### config.mk
export PLATFORM = sky130hd
export DESIGN_NAME = fbr_addr
export DESIGN_NICKNAME = d
export VERILOG_FILES = /design/src/rtl/core/fbr_pkg.sv /design/src/rtl/core/fbr_addr.sv
export SDC_FILE = /design/constraint.sdc
export NUM_CORES = 1
export LEC_CHECK = 0
export ABC_AREA = 1
export BUFFER_PORTS_ARGS = -buffer_cell sky130_fd_sc_hd__buf_2
export CELL_PAD_IN_SITES_DETAIL_PLACEMENT = 1
export CELL_PAD_IN_SITES_GLOBAL_PLACEMENT = 1
export CORE_MARGIN = 1.5
export CORE_UTILIZATION = 40
export DETAILED_ROUTE_END_ITERATION = 10
export GPL_ROUTABILITY_DRIVEN = 1
export GPL_TIMING_DRIVEN = 0
export HOLD_SLACK_MARGIN = 0.08
export PLACE_DENSITY = 0.84
export SETUP_SLACK_MARGIN = 0.1
export SYNTH_ARGS = -nofsm -noshare
export SYNTH_HDL_FRONTEND = slang
export SYNTH_SLANG_ARGS = --single-unit
export TNS_END_PERCENT = 20
### constraint.sdc
create_clock -name clk_i -period 6.4 [get_ports clk_i]
set_input_delay 0.96 -clock clk_i [delete_from_list [all_inputs] [get_ports clk_i]]
set_output_delay 0.96 -clock clk_i [all_outputs]
set_load 0.03 [all_outputs]
### src/rtl/core/fbr_pkg.sv
`timescale 1ns / 1ps
package fbr_pkg;

  localparam int COORD_W      = 12;
  localparam int PIX_W        = 32;
  localparam int STORE_PIXELS = 65536;
  localparam int ADDR_W       = $clog2(STORE_PIXELS);
  localparam int SUM_W        = 2 * COORD_W + 1;

  localparam logic [COORD_W-1:0] STRIDE_RESET = COORD_W'(256);

  localparam logic REQ_CMD   = 1'b0;
  localparam logic REQ_PIXEL = 1'b1;

  typedef enum logic [2:0] {
    CMD_FILL  = 3'd0,
    CMD_WRITE = 3'd1,
    CMD_AND   = 3'd2,
    CMD_OR    = 3'd3,
    CMD_XOR   = 3'd4,
    CMD_NOT   = 3'd5,
    CMD_COPY  = 3'd6,
    CMD_READ  = 3'd7
  } cmd_e;

  typedef enum logic [1:0] {
    STAT_OK        = 2'd0,
    STAT_NO_STREAM = 2'd1,
    STAT_DROPPED   = 2'd2
  } status_e;

  typedef struct packed {
    logic              en;
    logic              we;
    logic [ADDR_W-1:0] addr;
    logic [PIX_W-1:0]  wdata;
  } mem_req_t;

endpackage

### src/rtl/core/fbr_addr.sv
`timescale 1ns / 1ps
module fbr_addr (
  input  logic                         clk_i,
  input  logic [fbr_pkg::COORD_W-1:0]  x_i,
  input  logic [fbr_pkg::COORD_W-1:0]  y_i,
  input  logic [fbr_pkg::COORD_W-1:0]  stride_i,
  output logic [fbr_pkg::ADDR_W-1:0]   addr_o,
  output logic                         in_store_o
);
  import fbr_pkg::*;

  logic [2*COORD_W-1:0] prod_q;
  logic [COORD_W-1:0]   x_q;
  logic [SUM_W-1:0]     sum;

  // register the product, then add and range-check combinationally
  always_ff @(posedge clk_i) begin
    prod_q <= {{COORD_W{1'b0}}, y_i} * {{COORD_W{1'b0}}, stride_i};
    x_q    <= x_i;
  end

  assign sum        = SUM_W'(prod_q) + SUM_W'(x_q);
  assign in_store_o = (sum < SUM_W'(STORE_PIXELS));
  assign addr_o     = sum[ADDR_W-1:0];

endmodule

==> metrics <==
Int Power=0.001551 W; Detailed Routing Iterations Pass 1=4; Tot GR Track Use=0.2213; final wirelength=18.36 mm; Worst-Margin Slew=0.6558 ns; main area contributors after synthesis=fa_1 30%, nand2_1 15%, ha_1 14%; Required @ worst endpoint=6.57 ns; Yosys top cell area share=0.3008; Clk pin slew, worst setup/hold paths=0.06 ns; Leak=4.423 nW; Power per Cell Area=476.8 nW/µm²; Critical Path AT=5.86 ns; ANT nets after route=0; Power, Total=0.003544 W; Post-Syn Nets=1124; routed vias/inst=4.870; clock sink total=36; Fin. Hold Viols=0; Async SR Flop Fraction=0; Initial Utilization=0.4068; Clock power frac=0.079; Std-Cell Rows=47; dpl ws=0.4285 ns; Comb pwr share=0.810; Worst Hold Path EP=x_q[8]$_DFF_P_; GRT Residual Overflow=0; Die Span Y=132.6 µm; I/O Pins=54; Die W=132.6 µm; relative slew slack=0.5628; final worst setup slack=0.7097 ns; CP endpoint kind=register; cell with the most instances after synthesis=nand2_1; average size of a mapped cell=7.370 µm²; CTS buffer count=5; first-pass GRT wire length=31.31 mm; Synth area leader=fa_1; drt drc=0; Syn-to-layout area delta=10.59%; Max clock buf depth=2; Final Max Tran Viols=0; critical path class=input port to register; Total Neg Setup Slack=0 ns; worst min path class=input port to register; sequential area share after synthesis=0.1072; Synth Register Bits=36; # setup viols final=0; DRT iter0 DRCs=171; worst hold stages=1; hold path start=x_i[8]; Post-Syn Area=6721 µm²; WL per Instance=15.39 µm; TritonCTS clock tree=done; min Tclk post-route=5.690 ns; status=complete, no violations; core outline area=16520 µm²; Seq pwr share=0.111; Sw Pwr=0.001993 W; Syn. warnings=0; post-CTS setup buffer count=0; RSZ-0062 raised after global routing=no; die area=17590 µm²; Startpoint Class=input port; Peak VDD IR=0.4175 mV; largest net degree at the start of global routing=14; Post-synth EDFFs=0; initial antenna violation count=0; vias in the first global route=6641; synth cell count leaders=261 x nand2_1, 224 x inv_1, 101 x fa_1; Post-DP HPWL=15.88 mm; max_cap viols=0; crit path from=stride_i[5]; Final period util=0.8891; Vias=5810; ant diodes=0; RePlAce Congestion=0.8598; clock root buffer=clkbuf_16; CTS resizes=0; Post-synth top flop=dfxtp_1; sw frac=0.5624; # hold bufs at CTS=0; post-layout util=0.4498; post-synthesis cell count=912; share of cells above drive strength 1=0.08941; Max Freq=175.7 MHz; Synth cell types=35; I/O Buffers=53; H-tree levels=2; CP max FO=10; Final #Nets=1184
-- metal layers --
layer	GRT usage	share of wire	vias up	wire length, µm
met5	0	0	-	0
met4	0.06960	0.025	0	461
met3	0.02644	0.036	38	664
met2	0.4194	0.51	120	9450
met1	0.2590	0.42	2857	7781
li1	-	-	2795	-
-- worst max-delay path by stage --
stage / end / slack, ns / cells after the start
CTS: prod_q[21]$_DFF_P_ / 0.72 / 18
global placement: prod_q[21]$_DFF_P_ / 0.55 / 19
floorplan: prod_q[22]$_DFF_P_ / 1.16 / 17
global route: prod_q[21]$_DFF_P_ / 0.43 / 18
detailed placement: prod_q[21]$_DFF_P_ / 0.43 / 18
finish: prod_q[23]$_DFF_P_ / 0.71 / 18
-- cell families (layout without fill, tap and decap cells) --
| logic type | Yosys count | count (layout) | share of synthesized area |
|---|---|---|---|
| and+or+nand+nor | 362 | 362 | 0.2241 |
| buffers and inverters | 252 | 313 | 0.1407 |
| adders and majority gates | 175 | 175 | 0.4386 |
| AOI/OAI and AO/OA | 54 | 54 | 0.04635 |
| DFF | 36 | 36 | 0.1072 |
| xor gates and xnor gates | 33 | 33 | 0.04300 |
-- layout by cell type (no fill, tap or decap), drive strengths merged --
master,n
a21boi,2
a21o,5
a21oi,27
a31oi,4
and2,3
buf,53
bufinv,1
clkbuf,29
clkinv,2
clkinvlp,1
dfxtp,36
fa,101
ha,74
inv,227
nand2,273
nand3,31
nand3b,2
nand4,2
nor2,45
nor3,5
o21a,1
o21ai,13
o21bai,1
o31ai,1
or2,1
xnor2,13
xor2,20
-- sequential cells by signal, summed over array words and instances, names as in the netlist --
signal	flops
prod_q	24
x_q	12
-- stage by stage --
step | hold slack (ns) | cell area (µm²) | std cells
4_1_cts | 0.7716 | 7433 | 1193
6_report | 0.7757 | 7433 | 1193
2_1_floorplan | 0.9877 | 6721 | 912
3_3_place_gp | 1.064 | 7262 | 1185
3_5_place_dp | 1.064 | 7262 | 1185
5_1_grt | 0.7732 | 7433 | 1193
-- power groups by stage --
stage               clock [W]  sequential, W  combinational [W]
floorplan                   0       0.000371            0.00216
global placement            0       0.000396            0.00275
detailed placement          0       0.000398            0.00285
CTS                  0.000287       0.000394            0.00289
global route         0.000297       0.000402            0.00326
finish               0.000282       0.000393            0.00287
-- critical path, stage by stage --
cell and delay, ns:
buf_2 0.14, clkbuf_1 0.48, nand2_1 0.19, fa_1 0.58, inv_1 0.05, fa_1 0.52, fa_1 0.45, fa_1 0.56
inv_1 0.08, fa_1 0.53, inv_1 0.04, ha_1 0.38, a21o_1 0.24, a31oi_1 0.24, nand2_1 0.11, nand2_1 0.08
nand3_1 0.08, xor2_1 0.14
-- layout make-up --
| cell class | count | area (µm²) |
|---|---|---|
| timing repair buffer | 53 | 265.3 |
| multi-input combinational | 624 | 5055 |
| fill | 2144 | 9091 |
| buffer | 24 | 90.09 |
| sequential | 36 | 720.7 |
| tap | 220 | 275.3 |
| inverter | 228 | 855.8 |
| clock inverter | 3 | 46.29 |
| clock buffer | 5 | 125.1 |
(Power assumes the default switching activity.)
