File: config.mk
export PLATFORM = sky130hd
export DESIGN_NAME = fbr_seq
export DESIGN_NICKNAME = d
export VERILOG_FILES = /design/src/rtl/core/fbr_pkg.sv /design/src/rtl/core/fbr_seq.sv
export SDC_FILE = /design/constraint.sdc
export NUM_CORES = 1
export LEC_CHECK = 0
export BUFFER_PORTS_ARGS = -buffer_cell sky130_fd_sc_hd__buf_2
export CAP_MARGIN = 20
export CELL_PAD_IN_SITES_DETAIL_PLACEMENT = 1
export CELL_PAD_IN_SITES_GLOBAL_PLACEMENT = 2
export CORE_MARGIN = 2
export CORE_UTILIZATION = 40
export DETAILED_ROUTE_END_ITERATION = 10
export PLACE_DENSITY_LB_ADDON = 0.1
export SYNTH_ARGS = -nofsm -noshare
export SYNTH_HDL_FRONTEND = slang
export SYNTH_SLANG_ARGS = --single-unit
File: constraint.sdc
create_clock -name clk_i -period 7.8 [get_ports clk_i]
set_input_delay 0.78 -clock clk_i [delete_from_list [all_inputs] [get_ports clk_i]]
set_output_delay 0.78 -clock clk_i [all_outputs]
set_load 0.05 [all_outputs]
File: src/rtl/core/fbr_pkg.sv
`timescale 1ns / 1ps
package fbr_pkg;

  localparam int COORD_W      = 12;
  localparam int PIX_W        = 32;
  localparam int STORE_PIXELS = 65536;
  localparam int ADDR_W       = $clog2(STORE_PIXELS);
  localparam int SUM_W        = 2 * COORD_W + 1;

  localparam logic [COORD_W-1:0] STRIDE_RESET = COORD_W'(256);

  localparam logic REQ_CMD   = 1'b0;
  localparam logic REQ_PIXEL = 1'b1;

  typedef enum logic [2:0] {
    CMD_FILL  = 3'd0,
    CMD_WRITE = 3'd1,
    CMD_AND   = 3'd2,
    CMD_OR    = 3'd3,
    CMD_XOR   = 3'd4,
    CMD_NOT   = 3'd5,
    CMD_COPY  = 3'd6,
    CMD_READ  = 3'd7
  } cmd_e;

  typedef enum logic [1:0] {
    STAT_OK        = 2'd0,
    STAT_NO_STREAM = 2'd1,
    STAT_DROPPED   = 2'd2
  } status_e;

  typedef struct packed {
    logic              en;
    logic              we;
    logic [ADDR_W-1:0] addr;
    logic [PIX_W-1:0]  wdata;
  } mem_req_t;

endpackage

File: src/rtl/core/fbr_seq.sv
`timescale 1ns / 1ps
module fbr_seq (
  input  logic                         clk_i,
  input  logic                         rst_ni,
  input  logic                         in_valid_i,
  output logic                         in_ready_o,
  input  logic                         req_type_i,
  input  logic [2:0]                   command_i,
  input  logic [fbr_pkg::COORD_W-1:0]  dest_x_i,
  input  logic [fbr_pkg::COORD_W-1:0]  dest_y_i,
  input  logic [fbr_pkg::COORD_W-1:0]  src_x_i,
  input  logic [fbr_pkg::COORD_W-1:0]  src_y_i,
  input  logic [fbr_pkg::COORD_W-1:0]  rect_width_i,
  input  logic [fbr_pkg::COORD_W-1:0]  rect_height_i,
  input  logic [fbr_pkg::PIX_W-1:0]    pixel_value_i,
  output logic                         out_valid_o,
  input  logic                         out_ready_i,
  output logic [fbr_pkg::PIX_W-1:0]    read_data_o,
  output logic                         last_o,
  output logic [1:0]                   status_o,
  output logic [fbr_pkg::COORD_W-1:0]  coord_x_o,
  output logic [fbr_pkg::COORD_W-1:0]  coord_y_o,
  input  logic [fbr_pkg::ADDR_W-1:0]   addr_i,
  input  logic                         in_store_i,
  output fbr_pkg::mem_req_t            mem_req_o,
  input  logic [fbr_pkg::PIX_W-1:0]    mem_rdata_i
);
  import fbr_pkg::*;

  localparam logic [2:0] S_IDLE = 3'd0;
  localparam logic [2:0] S_MUL  = 3'd1;
  localparam logic [2:0] S_IDX  = 3'd2;
  localparam logic [2:0] S_RD   = 3'd3;
  localparam logic [2:0] S_RMW  = 3'd4;
  localparam logic [2:0] S_CPW  = 3'd5;
  localparam logic [2:0] S_RESP = 3'd6;

  function automatic logic [PIX_W-1:0] combine(cmd_e mode, logic [PIX_W-1:0] old,
                                               logic [PIX_W-1:0] src);
    logic [PIX_W-1:0] res;
    unique case (mode)
      CMD_AND: res = old & src;
      CMD_OR:  res = old | src;
      CMD_XOR: res = old ^ src;
      CMD_NOT: res = ~src;
      default: res = src;
    endcase
    return res;
  endfunction

  logic [2:0]         state_q, state_d;
  logic               stream_open_q, stream_open_d;
  cmd_e               mode_q, mode_d;
  logic [COORD_W-1:0] cur_x_q, cur_x_d;
  logic [COORD_W-1:0] cur_y_q, cur_y_d;
  logic [COORD_W-1:0] org_x_q, org_x_d;
  logic [COORD_W-1:0] end_x_q, end_x_d;
  logic [COORD_W-1:0] rows_q, rows_d;
  logic [COORD_W-1:0] i_q, i_d;
  logic [COORD_W-1:0] j_q, j_d;
  logic               phase_q, phase_d;
  logic               err_q, err_d;
  logic               out_valid_q, out_valid_d;

  logic               req_q, req_d;
  cmd_e               cmd_q, cmd_d;
  logic [COORD_W-1:0] bx_q, bx_d, by_q, by_d, sx_q, sx_d, sy_q, sy_d;
  logic [COORD_W-1:0] w_q, w_d, h_q, h_d;
  logic [PIX_W-1:0]   pv_q, pv_d;
  logic [ADDR_W-1:0]  addr_q, addr_d, src_q, src_d;
  logic [PIX_W-1:0]   res_rd_q, res_rd_d;
  logic               res_last_q, res_last_d;
  status_e            res_status_q, res_status_d;
  logic [PIX_W-1:0]   out_rd_q, out_rd_d;
  logic               out_last_q, out_last_d;
  status_e            out_status_q, out_status_d;

  logic               step;
  cmd_e               cmd_in;

  assign cmd_in      = cmd_e'(command_i);
  assign in_ready_o  = (state_q == S_IDLE);
  assign out_valid_o = out_valid_q;
  assign read_data_o = out_rd_q;
  assign last_o      = out_last_q;
  assign status_o    = out_status_q;

  always_comb begin
    if (req_q == REQ_PIXEL) begin
      coord_x_o = cur_x_q;
      coord_y_o = cur_y_q;
    end else if (cmd_q == CMD_READ) begin
      coord_x_o = bx_q;
      coord_y_o = by_q;
    end else if (cmd_q == CMD_COPY && !phase_q) begin
      coord_x_o = sx_q + i_q;
      coord_y_o = sy_q + j_q;
    end else begin
      coord_x_o = bx_q + i_q;
      coord_y_o = by_q + j_q;
    end
  end

  always_comb begin
    state_d       = state_q;
    stream_open_d = stream_open_q;
    mode_d        = mode_q;
    cur_x_d       = cur_x_q;
    cur_y_d       = cur_y_q;
    org_x_d       = org_x_q;
    end_x_d       = end_x_q;
    rows_d        = rows_q;
    i_d           = i_q;
    j_d           = j_q;
    phase_d       = phase_q;
    err_d         = err_q;
    out_valid_d   = out_valid_q;
    req_d         = req_q;
    cmd_d         = cmd_q;
    bx_d          = bx_q;
    by_d          = by_q;
    sx_d          = sx_q;
    sy_d          = sy_q;
    w_d           = w_q;
    h_d           = h_q;
    pv_d          = pv_q;
    addr_d        = addr_q;
    src_d         = src_q;
    res_rd_d      = res_rd_q;
    res_last_d    = res_last_q;
    res_status_d  = res_status_q;
    out_rd_d      = out_rd_q;
    out_last_d    = out_last_q;
    out_status_d  = out_status_q;
    mem_req_o     = '0;
    step          = 1'b0;

    if (out_valid_q && out_ready_i) begin
      out_valid_d = 1'b0;
    end

    unique case (state_q)
      S_IDLE: begin
        if (in_valid_i) begin
          req_d        = req_type_i;
          cmd_d        = cmd_in;
          bx_d         = dest_x_i;
          by_d         = dest_y_i;
          sx_d         = src_x_i;
          sy_d         = src_y_i;
          w_d          = rect_width_i;
          h_d          = rect_height_i;
          pv_d         = pixel_value_i;
          res_rd_d     = '0;
          res_last_d   = 1'b0;
          res_status_d = STAT_OK;
          if (req_type_i == REQ_PIXEL) begin
            if (!stream_open_q) begin
              res_status_d = STAT_NO_STREAM;
              state_d      = S_RESP;
            end else begin
              state_d = S_MUL;
            end
          end else if (cmd_in == CMD_READ) begin
            state_d = S_MUL;
          end else if (rect_width_i == '0 || rect_height_i == '0) begin
            res_last_d = 1'b1;
            state_d    = S_RESP;
          end else if (cmd_in == CMD_FILL || cmd_in == CMD_COPY) begin
            i_d     = '0;
            j_d     = '0;
            err_d   = 1'b0;
            phase_d = 1'b0;
            state_d = S_MUL;
          end else begin
            // open a stream, replacing any that is open
            stream_open_d = 1'b1;
            mode_d        = cmd_in;
            cur_x_d       = dest_x_i;
            cur_y_d       = dest_y_i;
            org_x_d       = dest_x_i;
            end_x_d       = dest_x_i + rect_width_i;
            rows_d        = rect_height_i;
            state_d       = S_RESP;
          end
        end
      end
      S_MUL: begin
        state_d = S_IDX;
      end
      S_IDX: begin
        if (req_q == REQ_PIXEL) begin
          if (cur_x_q + COORD_W'(1) == end_x_q) begin
            cur_x_d = org_x_q;
            cur_y_d = cur_y_q + COORD_W'(1);
            rows_d  = rows_q - COORD_W'(1);
            if (rows_q == COORD_W'(1)) begin
              stream_open_d = 1'b0;
              res_last_d    = 1'b1;
            end
          end else begin
            cur_x_d = cur_x_q + COORD_W'(1);
          end
          if (in_store_i) begin
            mem_req_o.en   = 1'b1;
            mem_req_o.addr = addr_i;
            addr_d         = addr_i;
            state_d        = S_RMW;
          end else begin
            res_status_d = STAT_DROPPED;
            state_d      = S_RESP;
          end
        end else if (cmd_q == CMD_READ) begin
          res_last_d = 1'b1;
          if (in_store_i) begin
            mem_req_o.en   = 1'b1;
            mem_req_o.addr = addr_i;
            state_d        = S_RD;
          end else begin
            res_status_d = STAT_DROPPED;
            state_d      = S_RESP;
          end
        end else if (cmd_q == CMD_FILL) begin
          if (in_store_i) begin
            mem_req_o.en    = 1'b1;
            mem_req_o.we    = 1'b1;
            mem_req_o.addr  = addr_i;
            mem_req_o.wdata = pv_q;
          end else begin
            err_d = 1'b1;
          end
          step = 1'b1;
        end else if (!phase_q) begin
          // copy: source index first, then destination
          if (in_store_i) begin
            src_d   = addr_i;
            phase_d = 1'b1;
            state_d = S_MUL;
          end else begin
            err_d = 1'b1;
            step  = 1'b1;
          end
        end else begin
          phase_d = 1'b0;
          if (in_store_i) begin
            mem_req_o.en   = 1'b1;
            mem_req_o.addr = src_q;
            addr_d         = addr_i;
            state_d        = S_CPW;
          end else begin
            err_d = 1'b1;
            step  = 1'b1;
          end
        end
      end
      S_RD: begin
        res_rd_d = mem_rdata_i;
        state_d  = S_RESP;
      end
      S_RMW: begin
        mem_req_o.en    = 1'b1;
        mem_req_o.we    = 1'b1;
        mem_req_o.addr  = addr_q;
        mem_req_o.wdata = combine(mode_q, mem_rdata_i, pv_q);
        state_d         = S_RESP;
      end
      S_CPW: begin
        mem_req_o.en    = 1'b1;
        mem_req_o.we    = 1'b1;
        mem_req_o.addr  = addr_q;
        mem_req_o.wdata = mem_rdata_i;
        step            = 1'b1;
      end
      S_RESP: begin
        // hold until the output register is free
        if (!out_valid_q || out_ready_i) begin
          out_valid_d  = 1'b1;
          out_rd_d     = res_rd_q;
          out_last_d   = res_last_q;
          out_status_d = res_status_q;
          state_d      = S_IDLE;
        end
      end
      default: begin
        state_d = S_IDLE;
      end
    endcase

    // advance the rectangle walk: columns first, then rows
    if (step) begin
      if (i_q == w_q - COORD_W'(1)) begin
        i_d = '0;
        if (j_q == h_q - COORD_W'(1)) begin
          res_last_d   = 1'b1;
          res_status_d = err_d ? STAT_DROPPED : STAT_OK;
          state_d      = S_RESP;
        end else begin
          j_d     = j_q + COORD_W'(1);
          state_d = S_MUL;
        end
      end else begin
        i_d     = i_q + COORD_W'(1);
        state_d = S_MUL;
      end
    end
  end

  always_ff @(posedge clk_i or negedge rst_ni) begin
    if (!rst_ni) begin
      state_q       <= S_IDLE;
      stream_open_q <= 1'b0;
      mode_q        <= CMD_FILL;
      cur_x_q       <= '0;
      cur_y_q       <= '0;
      org_x_q       <= '0;
      end_x_q       <= '0;
      rows_q        <= '0;
      i_q           <= '0;
      j_q           <= '0;
      phase_q       <= 1'b0;
      err_q         <= 1'b0;
      out_valid_q   <= 1'b0;
      req_q         <= REQ_CMD;
      cmd_q         <= CMD_FILL;
    end else begin
      state_q       <= state_d;
      stream_open_q <= stream_open_d;
      mode_q        <= mode_d;
      cur_x_q       <= cur_x_d;
      cur_y_q       <= cur_y_d;
      org_x_q       <= org_x_d;
      end_x_q       <= end_x_d;
      rows_q        <= rows_d;
      i_q           <= i_d;
      j_q           <= j_d;
      phase_q       <= phase_d;
      err_q         <= err_d;
      out_valid_q   <= out_valid_d;
      req_q         <= req_d;
      cmd_q         <= cmd_d;
    end
  end

  always_ff @(posedge clk_i) begin
    bx_q         <= bx_d;
    by_q         <= by_d;
    sx_q         <= sx_d;
    sy_q         <= sy_d;
    w_q          <= w_d;
    h_q          <= h_d;
    pv_q         <= pv_d;
    addr_q       <= addr_d;
    src_q        <= src_d;
    res_rd_q     <= res_rd_d;
    res_last_q   <= res_last_d;
    res_status_q <= res_status_d;
    out_rd_q     <= out_rd_d;
    out_last_q   <= out_last_d;
    out_status_q <= out_status_d;
  end

endmodule

==> metrics.txt, run 1 <==
Peak Freq 178 MHz; Setup Viol. Count Final 0; initial antenna violation count 5; hold_buf cts 0; post-synth top area share 0.349; Tot GR Track Use 0.255; Cell Rows 76; Routed Wire Length 57400 µm; most used flip-flop cell after synthesis edfxtp_1; Cell Int Power 4250 µW; status finished, final reports clean; crit path DAT 4840 ps; post-synthesis async set-or-reset flop share 0.322; PnR worst setup slack 2180 ps; EDFF count, synth 203; crit path cell chain nor4b_4 > buf_4 > mux2_2 > ha_1 > a21o_1 > a21o_1 > a21oi_1 > o21ai_0 > a211oi_1 > or3_1 > a311oi_1 > a21oi_1 > buf_2; WL per Instance 22.6 µm; Reg area 8610 µm²; worst setup path startpoint phase_q; Syn. warnings 0; Setup CP Type reg2out; slew margin rel. 0.324; RR Startpoint w_q[0]; first-pass GRT wire length 88300 µm; Via Count 14.4k; share of layout cells above drive strength 1 0.211; Pleak 0.00879 µW; Max stage delay on crit path 670 ps; largest net degree at the start of global routing 64; CTS tree built; vias per std cell 5.66; Worst EP required 7020 ps; chip width 213 µm; Final Wtd Congestion 0.817; crit end category output pin; First DRT Iteration DRCs 968; Switch Pwr 3390 µW; vias in the first global route 15.1k; met3 global-route usage 0.0394; Avg Cell Area, Syn 10.5 µm²; total global routing overflow 0; Seq pwr share 0.343; Core Area 43100 µm²; CTS clock-pin slew for the worst setup and hold paths 60 ps; post-synthesis register bit count 304; Synth area leader edfxtp_1; CTS resizes 0; die area 45300 µm²; DR DRC count 0; Hold Crit Class in2async; I/O pin count 272; Num CTS Buffers 39; sequential area share after synthesis 0.493; Nets 2190; power density over the cells 370 nW/µm²; RSZ-0062 raised after global routing no; Clock Skews 29.9 ps; worst-skew pair later-pin latency 570 ps; grt peak-use layer met2; clk sinks 304; post-synthesis net count 1937; clk buf depth 3; Area Overhead vs Synth 18.2%; setup TNS 0 ps; Post-Syn Instances 1668; Mapped Area 17500 µm²; peak supply drop 0.299 mV; Worst setup SP type flop; max-capacitance violation count 0; minimum clock period 5620 ps; FILL cells 4846; drt pass-1 iters 5; area occupied by multi-input gates 8160 µm²; max-slew violation count 0; htree depth 2; clock group share of total power 0.222; Die H 213 µm; Sw Share 0.444; top area cells in the synthesized netlist edfxtp_1 35%, dfrtp_1 14%, ha_1 7.5%, nand2_1 3.4%, o21ai_0 3.1%; Critical Path Fanout Max 24; Clock Root Buffer clkbuf_16; Detail Placement HPWL 40700 µm; fin util 0.479; Place WS 2870 ps; Yosys cell types 75; Worst path slowest cell dfrtp_1; Port-buffer cells 271; worst slew pin tran 1010 ps; ANT nets after route 0; Final Hold Vio Count 0; GR met1 Demand/Resource 0.336; Starting Density 0.405; grt met2 use 0.432; crit share post-route 0.721; Setup Fix Bufs, Post-CTS 0; logic gate share of total power 0.435
## cells in the final DEF, fill, tap and decap left out, drive strengths merged, types with 51 or more instances in the layout
cell,netlist,final
nor2,108,108
o21ai,109,109
nand2,156,156
edfxtp,203,203
ha,105,105
xnor2,51,51
nand3,62,62
a21oi,82,82
buf,12,300
dfrtp,98,98
inv,100,101
## cells in the mapped netlist, types with 7 or more instances
cell type and number:
inv_1 100, buf_1 7, xnor2_1 51, a31oi_1 15, nor2_1 108, and3_1 32, or3_1 15, nand2b_1 18
ha_1 105, nor3_1 31, a22oi_1 35, and2_1 10, o21ai_0 109, xor2_1 32, nor4_1 17, o22a_1 8
mux2i_1 14, a211oi_1 9, nor2b_1 7, dfrtp_1 98, nand4_1 9, nor3b_1 7, edfxtp_1 203, o22ai_1 37
a21o_1 17, o21a_1 7, mux2_2 39, a221oi_1 32, clkbuf_1 76, o211ai_1 8, nand2_1 156, a221o_1 22
a21oi_1 82, o31ai_1 8, nand3_1 62
## cell families (layout without fill, tap and decap cells)
kind of cell | Yosys count | count (layout) | synth area share
adder cells (fa/ha/maj) | 108 | 108 | 0.0787
AO/OA/AOI/OAI | 422 | 422 | 0.160
other | 0 | 3 | 0
multiplexers | 53 | 53 | 0.0332
AND/OR/NAND/NOR | 503 | 503 | 0.143
buffers and inverters | 189 | 470 | 0.0419
XOR/XNOR | 89 | 89 | 0.0494
flip-flops | 304 | 304 | 0.493
## registers in the layout, summed over array words and instances, names as in the netlist, 12 cells and up
register	flops
h_q	12
read_data_o	32
end_x_q	12
i_q	12
w_q	12
rows_q	12
by_q	12
bx_q	12
sx_q	12
res_rd_q	32
cur_x_q	12
org_x_q	12
addr_q	16
j_q	12
src_q	16
pv_q	32
cur_y_q	12
sy_q	12
## final cells by class
class,instances,share of cell area
sequential,304,0.417
multi-input combinational,1175,0.395
timing repair buffer,300,0.0766
clock buffer,47,0.0488
tap,585,0.0355
inverter,101,0.0185
clock inverter,22,0.00776
antenna,3,0.000364
## power groups by stage
stage          clock (µW)  combinational (µW)  sequential [µW]
4_1_cts              1730                3350             2620
3_5_place_dp            0                3330             2650
5_1_grt              1800                3600             2680
3_3_place_gp            0                3250             2630
2_1_floorplan           0                2350             2590
6_report             1700                3320             2620
## worst paths after layout
kind	endpoint	slack [ps]	cells after the start
setup / recovery	coord_x_o[11]	2180	13
setup reg to reg	j_q[9]	3920	10
max in group asynchronous	end_x_q[8]	6350	2
hold reg to reg	read_data_o[11]	420	0
min in group clk_i	sx_q[10]	390	1
hold / removal	cur_y_q[10]	280	1
## per-stage QoR
step	std cells	power [µW]	hold WS (ps)	area, µm²
final	2537	7640	277	20600
after global routing	2535	8070	318	20600
after CTS	2533	7700	290	20600
after detailed placement	2464	5980	406	19400
after global placement	2464	5880	401	19400
after floorplan	1668	4940	400	17500
## per-layer routing
| layer | up-vias | part of all wire |
|---|---|---|
| li1 | 6699 | - |
| met1 | 7199 | 0.44 |
| met2 | 378 | 0.48 |
| met3 | 75 | 0.053 |
| met4 | 4 | 0.023 |
| met5 | - | 0.00047 |
## worst max-delay path, delay by kind of cell (launching register included)
family                     cells  cell delay (ps)
and+or+nand+nor                2              750
muxes                          1              410
buffers and inverters          2              650
DFF                            1              670
AOI/OAI and AO/OA              7             1510
adders and majority gates      1              280
Power figures use the tool's default switching activity.
==> run 2, diff against run 1 <==
Settings changed: ABC_AREA set to 1, CORE_UTILIZATION 40 to 32.
Clock period 7.8 ns to 4.5 ns, I/O delays scaled along.
==> run 2 against run 1 <==
- via count increased by 16%
- register-to-register slack got worse by 2500 ps
- clock-buffer cell count increased by 5
- first-iteration DRC count decreased by 2.1%
- synthesized cell count increased by 30%
==> metrics.txt, run 2 <==
first-pass GRT wire length 106000 µm; Worst path slowest cell dfrtp_1; logic gate share of total power 0.499; WL per Instance 21.3 µm; most common cell after layout, fill and taps aside nand2_1; Nets 2707; slew margin rel. 0.295; status finished, final reports clean; CP most frequent cell nand2_1; initial antenna violation count 9; post-synthesis net count 2437; max-slew violation count 0; First DRT Iteration DRCs 948; crit share post-route 0.927; worst setup path startpoint cmd_q[2]; Syn. warnings 0; Pleak 0.0101 µW; clk sinks 304; Worst EP required 4050 ps; Cell Rows 88; Setup Viol. Count Final 0; EDFF count, synth 203; chip width 245 µm; I/O pin count 272; ANT nets after route 0; Tot GR Track Use 0.231; peak supply drop 0.385 mV; Peak Freq 240 MHz; Switch Pwr 7660 µW; worst slew pin tran 1060 ps; post-synthesis async set-or-reset flop share 0.322; Critical Path Fanout Max 34; Yosys cell types 56; Area Overhead vs Synth 19.9%; most frequent cells after synthesis 487 x nand2_1, 257 x inv_1, 203 x edfxtp_1; Routed Wire Length 69000 µm; metal3 WL 3270 µm; Num CTS Buffers 40; Core Area 57500 µm²; area occupied by multi-input gates 8630 µm²; drt pass-1 iters 5; vias in the first global route 17.8k; clock group share of total power 0.214; min-delay src pixel_value_i[1]; Via Count 16.6k; crit path cell chain nand2_1 > inv_1 > nand2_1 > buf_12 > mux2_2 > ha_1 > inv_1 > o21ai_0 > nand2_1 > nand2_1 > nand3_1 > nand2_1 > nand2_1 > nand3_1 > o211ai_1 > o21ai_0 > buf_2; post-synthesis register bit count 304; minimum clock period 4170 ps; Post-Syn Instances 2168; Seq pwr share 0.287; WL met1 31800 µm; Starting Density 0.323; die area 59900 µm²; Final Wtd Congestion 0.844; most used flip-flop cell after synthesis edfxtp_1; Hold Crit Class in2reg; crit path DAT 3720 ps; Sw Share 0.490; CTS clock-pin slew for the worst setup and hold paths 60 ps; Synth area leader edfxtp_1; Avg Cell Area, Syn 8.56 µm²; sequential area share after synthesis 0.464; vias per std cell 5.14; total global routing overflow 0; largest net degree at the start of global routing 73; Cell Int Power 7970 µW; setup TNS 0 ps; post-synth top area share 0.328; share of layout cells above drive strength 1 0.184; RR Startpoint h_q[0]; CTS tree built; max-capacitance violation count 0; FILL cells 6895; crit end category output pin; fin util 0.387; Final Hold Vio Count 0; metal2 WL 32600 µm; Clock Skews 21.1 ps; Setup CP Type reg2out; commonest non-fill, non-tap cells in the layout 487 x nand2_1, 270 x buf_2, 256 x inv_1; RSZ-0062 raised after global routing no; top area cells in the synthesized netlist edfxtp_1 33%, dfrtp_1 13%, nand2_1 9.9%, ha_1 7.1%, inv_1 5.2%; Detail Placement HPWL 50700 µm; Worst setup SP type flop; clk buf depth 3; Mapped Area 18600 µm²; Max stage delay on crit path 400 ps; Clock Root Buffer clkbuf_16; power density over the cells 702 nW/µm²; Die H 245 µm; DR DRC count 0; count leader, synth nand2_1; Top Layer Used met5; worst-skew pair later-pin latency 570 ps; htree depth 2; Reg area 8610 µm²; Port-buffer cells 271
## run 2: cell types whose count changed after synthesis, moves of 26 or more
cell	change
nand2_1	+331
inv_1	+157
nand3_1	+73
nor2_1	+69
o221ai_1	+36
xnor2_1	-36
a221oi_1	-32
and3_1	-30
a311oi_1	+29
a22oi_1	-26
## run 2: layout make-up
cell class	instances	area share
Multi-Input combinational cell	1511	0.388
Sequential cell	304	0.387
Timing Repair Buffer	308	0.0757
Clock buffer	52	0.0489
Inverter	273	0.0461
Tap cell	765	0.0430
Clock inverter	21	0.0116
Antenna cell	3	0.000337
## run 2: final timing paths
| path | slack, ps | endpoint | cells after the start |
|---|---|---|---|
| setup / recovery | 330 | coord_x_o[9] | 17 |
| hold / removal | 60 | pv_q[1] | 1 |
| setup reg to reg | 1410 | j_q[11] | 12 |
| hold reg to reg | 410 | read_data_o[27] | 0 |
| max in group asynchronous | 3080 | rows_q[7] | 3 |
| min in group asynchronous | 480 | i_q[2] | 2 |
## run 2: routing by layer
metal	GRT usage	vias to the layer above
met5	0	-
met4	0.0585	12
met3	0.0444	80
met2	0.387	296
met1	0.304	8245
li1	-	7996
## run 2: cells by family after synthesis
logic type | share of synthesized area
and+or+nand+nor | 0.219
AOI/OAI and AO/OA | 0.135
xor gates and xnor gates | 0.0217
buffers and inverters | 0.0731
adders and majority gates | 0.0740
DFF | 0.464
muxes | 0.0139
## run 2: power by group through the flow
stage | clock network (µW) | registers [µW] | logic, µW
2_1_floorplan | 0 | 4540 | 5270
3_3_place_gp | 0 | 4520 | 7740
3_5_place_dp | 0 | 4530 | 7850
4_1_cts | 3440 | 4490 | 7870
5_1_grt | 3520 | 4580 | 8580
6_report | 3340 | 4490 | 7790
## run 2: through the flow
| step | setup WS [ps] | hold WS (ps) | instances | cell area [µm²] | total power (µW) |
|---|---|---|---|---|---|
| 3_3_place_gp | 926 | 402 | 3158 | 20800 | 12300 |
| 2_1_floorplan | 255 | 154 | 2168 | 18600 | 9810 |
| 6_report | 327 | 60.7 | 3237 | 22300 | 15600 |
| 3_5_place_dp | 842 | 406 | 3158 | 20800 | 12400 |
| 5_1_grt | 63.3 | 33.6 | 3236 | 22300 | 16700 |
| 4_1_cts | 243 | 23.0 | 3232 | 22200 | 15800 |
## run 2: repair_timing
| item | CTS | global route |
|---|---|---|
| hold buffers | 1 | 0 |
| buffers inserted | 0 | 0 |
| resized for setup | 0 | 1 |
| setup endpoints to repair | 0 | 1 |
| endpoints found under the hold margin | 42 | 0 |
## run 2: worst max-delay path: cells and delay by family (launching register included)
kind                       cells  cell delay [ps]
muxes                          1              370
AOI/OAI and AO/OA              3              630
and+or+nand+nor                8              770
DFF                            1              400
adders and majority gates      1              300
buffers and inverters          4              660
==> run 3, diff against run 2 <==
Settings changed: CORE_UTILIZATION 32 to 38.
Clock period 4.5 ns to 5.25 ns, I/O delays scaled along.
==> run 3 against run 2 <==
- via count rose by 0.70%
- critical path depth fell by 4
- clock skew hardly changed
- final cell count down 4.9%
- combinational power fell by 16%
- sequential cell count stayed put
- setup slack improved by 87 ps
- highest routed layer unchanged
- hold slack gained 5.7 ps
==> metrics.txt, run 3 (same netlist as run 2, synthesis figures left out) <==
FILL cells 5712; hold_buf cts 0; grt met2 use 0.431; Worst EP required 4720 ps; Seq pwr share 0.290; Cell Int Power 6800 µW; chip width 225 µm; Area Overhead vs Synth 18.5%; clk sinks 304; status finished, final reports clean; Sw Share 0.488; CP most frequent cell o21ai_0; Final Hold Vio Count 0; max-capacitance violation count 0; worst-skew pair later-pin latency 570 ps; max-slew violation count 0; Worst Reg-to-Reg Cells 13; WL per Instance 21.3 µm; drt pass-1 iters 5; Tot GR Track Use 0.258; most common cell after layout, fill and taps aside nand2_1; Place WS 979 ps; Nets 2700; total global routing overflow 0; Via Count 16.7k; Critical Path Fanout Max 24; Routed Wire Length 65500 µm; Worst path slowest cell nand2_1; setup TNS 0 ps; largest net degree at the start of global routing 67; peak supply drop 0.318 mV; share of layout cells above drive strength 1 0.183; met3 global-route usage 0.0473; power density over the cells 604 nW/µm²; Cell Rows 80; Setup Fix Bufs, Post-CTS 0; crit share post-route 0.921; Die H 225 µm; crit path DAT 4310 ps; Num CTS Buffers 40; CTS resizes 0; DR DRC count 0; RR Endpoint rows_q[7]; Core Area 47900 µm²; PnR worst setup slack 415 ps; CP Capture Point coord_x_o[6]; die area 50600 µm²; Starting Density 0.387; RSZ-0062 raised after global routing no; I/O pin count 272; register-to-register setup slack 2020 ps; Final Wtd Congestion 0.877; Hold Crit Class in2async; Clock Skews 21.6 ps; Port-buffer cells 271; crit end category output pin; cell depth of the worst setup path 13; worst setup path startpoint cmd_q[0]; htree depth 2; clock group share of total power 0.218; Setup CP Type reg2out; GR met1 Demand/Resource 0.342; Pleak 0.0100 µW; slew margin rel. 0.287; Peak Freq 207 MHz; commonest non-fill, non-tap cells in the layout 487 x nand2_1, 270 x buf_2, 256 x inv_1; Worst setup SP type flop; logic gate share of total power 0.492; Clock Root Buffer clkbuf_16; Max stage delay on crit path 610 ps; vias per std cell 5.44; CTS tree built; CP delay by family, top compound AO/OA/AOI/OAI gates; CP Buf/Inv Count 2; minimum clock period 4840 ps; first-pass GRT wire length 101000 µm; worst slew pin tran 1070 ps; Detail Placement HPWL 47500 µm; Setup Viol. Count Final 0; grt peak-use layer met2; RR Startpoint state_q[0]; CTS clock-pin slew for the worst setup and hold paths 60 ps; initial antenna violation count 11; Switch Pwr 6480 µW; clk buf depth 3; crit path cell chain nor2_1 > nand2_1 > o21ai_0 > inv_1 > fa_1 > o21ai_0 > a21oi_1 > o21ai_0 > xnor2_1 > nand2_1 > o211ai_1 > o21ai_0 > buf_2; vias in the first global route 17.6k; ANT nets after route 0; First DRT Iteration DRCs 1050
[run 3: changes by cell type in the layout (fill, tap and decap cells not counted), sizes merged, moves of 2 or more]
cell      delta
clkbuf       -6
buf          -6
clkinvlp     +2
clkinv       +3
[run 3: routing by layer]
metal | wire length, µm | part of all wire | up-vias
met5 | 123 | 0.0019 | -
met4 | 1440 | 0.022 | 18
met3 | 3270 | 0.050 | 100
met2 | 31300 | 0.48 | 351
met1 | 29300 | 0.45 | 8314
li1 | - | - | 7962
[run 3: power groups by stage]
stage | registers (µW) | clock network, µW | logic (µW)
floorplan | 3890 | 0 | 4510
global placement | 3860 | 0 | 6410
detailed placement | 3880 | 0 | 6540
CTS | 3850 | 2960 | 6580
global route | 3930 | 3040 | 7160
finish | 3860 | 2890 | 6530
[run 3: worst min-delay path by stage]
stage	from	end	slack [ps]	cells after the start
after floorplan	rst_ni	cmd_q[0]	230	0
after global placement	res_rd_q[21]	read_data_o[21]	400	0
after detailed placement	res_rd_q[31]	read_data_o[31]	410	0
after CTS	rst_ni	org_x_q[7]	70	1
after global routing	rst_ni	org_x_q[7]	100	1
final	rst_ni	org_x_q[7]	70	1
[run 3: area by class of cell]
cell class	count	area (µm²)	area share
Clock buffer	46	1040	0.0475
Timing Repair Buffer	301	1580	0.0721
Inverter	273	1030	0.0467
Clock inverter	26	322	0.0146
Sequential cell	304	8610	0.392
Antenna cell	2	5.00	0.000228
Tap cell	615	769	0.0350
Multi-Input combinational cell	1511	8630	0.392
[run 3: stage by stage]
step           power [µW]  cell area (µm²)  std cells  hold WS, ps  utilization
3_5_place_dp        10400            20600       3004          406        0.430
2_1_floorplan        8410            18600       2168          229            -
3_3_place_gp        10300            20600       3004          401        0.430
6_report            13300            22000       3078         66.4        0.459
5_1_grt             14100            22000       3078          101        0.459
4_1_cts             13400            22000       3076         70.8        0.458
